===== src/rtl/core/mgmt_ram.sv =====
// Generic simple dual-port RAM with registered read data.
`timescale 1ns / 1ps
module mgmt_ram #(
    parameter int WIDTH = 8,
    parameter int DEPTH = 16
) (
    input  logic                     clk,
    input  logic                     we,
    input  logic [$clog2(DEPTH)-1:0] waddr,
    input  logic [WIDTH-1:0]         wdata,
    input  logic [$clog2(DEPTH)-1:0] raddr,
    output logic [WIDTH-1:0]         rdata
);
    logic [WIDTH-1:0] mem [DEPTH];

    always_ff @(posedge clk)
    begin
        if (we)
        begin
            mem[waddr] <= wdata;
        end
        rdata <= mem[raddr];
    end
endmodule


===== config.mk =====
export PLATFORM = sky130hd
export DESIGN_NAME = mgmt_ram
export DESIGN_NICKNAME = d
export VERILOG_FILES = /design/src/rtl/core/mgmt_ram.sv
export SDC_FILE = /design/constraint.sdc
export NUM_CORES = 1
export LEC_CHECK = 0
export BUFFER_PORTS_ARGS = -buffer_cell sky130_fd_sc_hd__buf_2
export CAP_MARGIN = 15
export CORE_UTILIZATION = 57
export DETAILED_ROUTE_END_ITERATION = 6
export GPL_ROUTABILITY_DRIVEN = 1
export PLACE_DENSITY = 0.74
export SLEW_MARGIN = 25
export SYNTH_ARGS = -nofsm -noshare
export SYNTH_HDL_FRONTEND = slang
export SYNTH_SLANG_ARGS = --single-unit

===== constraint.sdc =====
create_clock -name clk -period 2.54 [get_ports clk]
set_clock_uncertainty 0.15 [all_clocks]
set_input_delay 0.762 -clock clk [delete_from_list [all_inputs] [get_ports clk]]
set_output_delay 0.762 -clock clk [all_outputs]
set_load 0.05 [all_outputs]

==> flow_summary.toml <==
[power]
vdd_drop_max_mv = 0.617
p_leak_uw = 0.00209
power_density_nw_per_um2 = 853

[logic_synthesis]
syn-cell-area_um2 = 5150
synthFlopType = "edfxtp_1"
syn_nets = 247
ys_async_sr_fraction = 0
yosysTopAreaCellShare = 0.747
ys_top_cells_by_area = "edfxtp_1 (75%), mux4_2 (7.9%), mux4_1 (7.1%)"
yosys.area.top_type = "edfxtp_1"
yosysMostFrequentCell = "edfxtp_1"
yosysWarnings = 0
synth-seq-cells = 136
synthTopCellsByCount = "edfxtp_1 (128), mux4_2 (18), a22oi_1 (16)"
ys_types = 19
synth_edf_count = 128
syn_inst = 229
synth-seq-area-share = 0.778
syn_area_per_cell_um2 = 22.5

[global_routing]
grt_usage = 0.221
grt_pass1_wl_um = 14400
antenna_found_initial = 0
grt_max_degree = 33
grt_overflow_total = 0
grt_pass1_vias = 2528

[status]
outcome = "completed"

[sta]
setup_viol_count_final = 0
hold_viol_final = 0
drv_slew = 0
fin_crit_ns = 2.07
fin_tns_setup_ns = 0
worst_pin_slew_ns = 0.391
relSlewSlack = 0.739
fin_crit_sh = 0.817
max_freq_mhz = 482
setup_slack_ns = 0.465
rsz0062_at_grt = "false"

[clock_tree]
insertion_delay_ns = 0.51
cts_buffers = 17
cts_setup_buffers = 0
htreeDepth = 4
cts_buffer_depth = 2
clkTransAtPathRegs_ns = 0.06
cts_tree = "yes"
cts.sinks = 136
post_cts_resized = 0
cts_hold_buffers = 0
root_buffer = "clkbuf_8"

[floorplan]
fp.dieW_um = 97.0
ios = 26
core_area_um2 = 8720
dieArea_um2 = 9410
die_y_um = 97.0
num_rows = 34
start_util = 0.590

[routing]
finalWirelength_um = 9370
dr.pass1.iters = 5
wl_per_cell_um = 23.2
dr.first_iter.drc_count = 148
ant_nets = 0
vias = 2428
via_per_inst = 6.01
drcViolationCount = 0

[final_layout]
antenna_cells = 0
layout.nets = 302
synthToLayoutAreaGrowth_pct = 18.4
fillers = 505
layout-drive-gt1-share = 0.321

[setup_path]
cp_top_family = "flip-flops"
cp_slowest_cell = "dfxtp_1"
crit_chain = "buf_2"
worstPathArrival_ns = 1.16
worstPathRequired_ns = 1.63
cp_max_fo = 1
critPathBufInv = 1
r2r_start = "mem[11][7]$_DFFE_PP_"
cp-start-kind = "flip-flop"
endpoint_kind = "output port"
criticalPathCategory = "reg2out"
crit_path_start = "rdata[1]$_DFF_P_"
slowest_delay_ns = 0.37

[placed_design]
place_ws_ns = 0.180
port_buffers = 25
routabilityCongestion = 0.704
dp_hpwl_um = 5640

[hold_path]
hp-start = "wdata[3]"
holdCritPathClass = "in2reg"

[flow_run]
cap_violations = 0
layout make-up:
cell class	count	area (um^2)	share of cell area
well taps	108	135	0.0222
flip-flops and latches	136	4000	0.657
clock inverters	14	178	0.0291
clock buffers	17	414	0.0679
repair buffers	46	308	0.0505
multi-input cells	83	1060	0.173
registers in the layout, summed over array words and instances, names as in the netlist:
signal  flops
mem       128
rdata       8
stage by stage:
step           power, uW  cells  cell area [um^2]  hold WS (ns)   util
2_1_floorplan       2750    229              5150         0.479      -
4_1_cts             5230    404              6100         0.453  0.699
6_report            5200    404              6100         0.479  0.699
5_1_grt             5340    404              6100         0.456  0.699
3_3_place_gp        2850    373              5500         0.501  0.631
3_5_place_dp        2850    373              5500         0.523  0.631
cells by family (layout without fill, tap and decap cells):
group,count (synthesis),in the layout,share of synthesized area
compound gates,16,16,0.0233
buf+inv,10,77,0.0168
flops,136,136,0.778
mux,32,32,0.150
simple gates,35,35,0.0318
layout by cell type (no fill, tap or decap), drive strengths merged:
cell / Yosys / final
clkbuf: 0 / 17
or3b: 1 / 1
nor2b: 1 / 1
nor2: 13 / 13
nand2: 9 / 9
inv: 0 / 1
buf: 7 / 46
and2: 1 / 1
mux4: 32 / 32
and2b: 1 / 1
clkinv: 0 / 7
dfxtp: 8 / 8
nand2b: 2 / 2
bufinv: 0 / 3
nand3: 1 / 1
nand3b: 2 / 2
clkinvlp: 0 / 3
nor3: 4 / 4
edfxtp: 128 / 128
a22oi: 16 / 16
power breakdown:
group / internal (uW) / switching, uW
combinational: 103 / 176
sequential: 2510 / 17.3
clock: 1490 / 897
total: 4110 / 1090
metal layers:
metal / track usage / wire length, um / vias up
met1: 0.280 / 3830 / 1238
met4: 0.101 / 125 / 0
li1: - / - / 1089
met2: 0.360 / 4870 / 93
met3: 0.0607 / 538 / 8
met5: 0 / 0 / -
worst reg2reg max path, delay by kind of cell, from the launching register on:
kind,cells,cell delay [ns]
AO/OA/AOI/OAI,1,0.33
AND/OR/NAND/NOR,1,0.11
flip-flops,1,0.36
multiplexers,1,0.48
final timing paths:
path              slack, ns  cells after the start                  end
setup / recovery       0.47                      1             rdata[1]
hold / removal         0.48                      1  mem[7][3]$_DFFE_PP_
setup reg to reg       0.98                      3     rdata[7]$_DFF_P_
hold reg to reg        0.54                      3     rdata[2]$_DFF_P_
No activity file was read; power rests on OpenSTA's default activity.
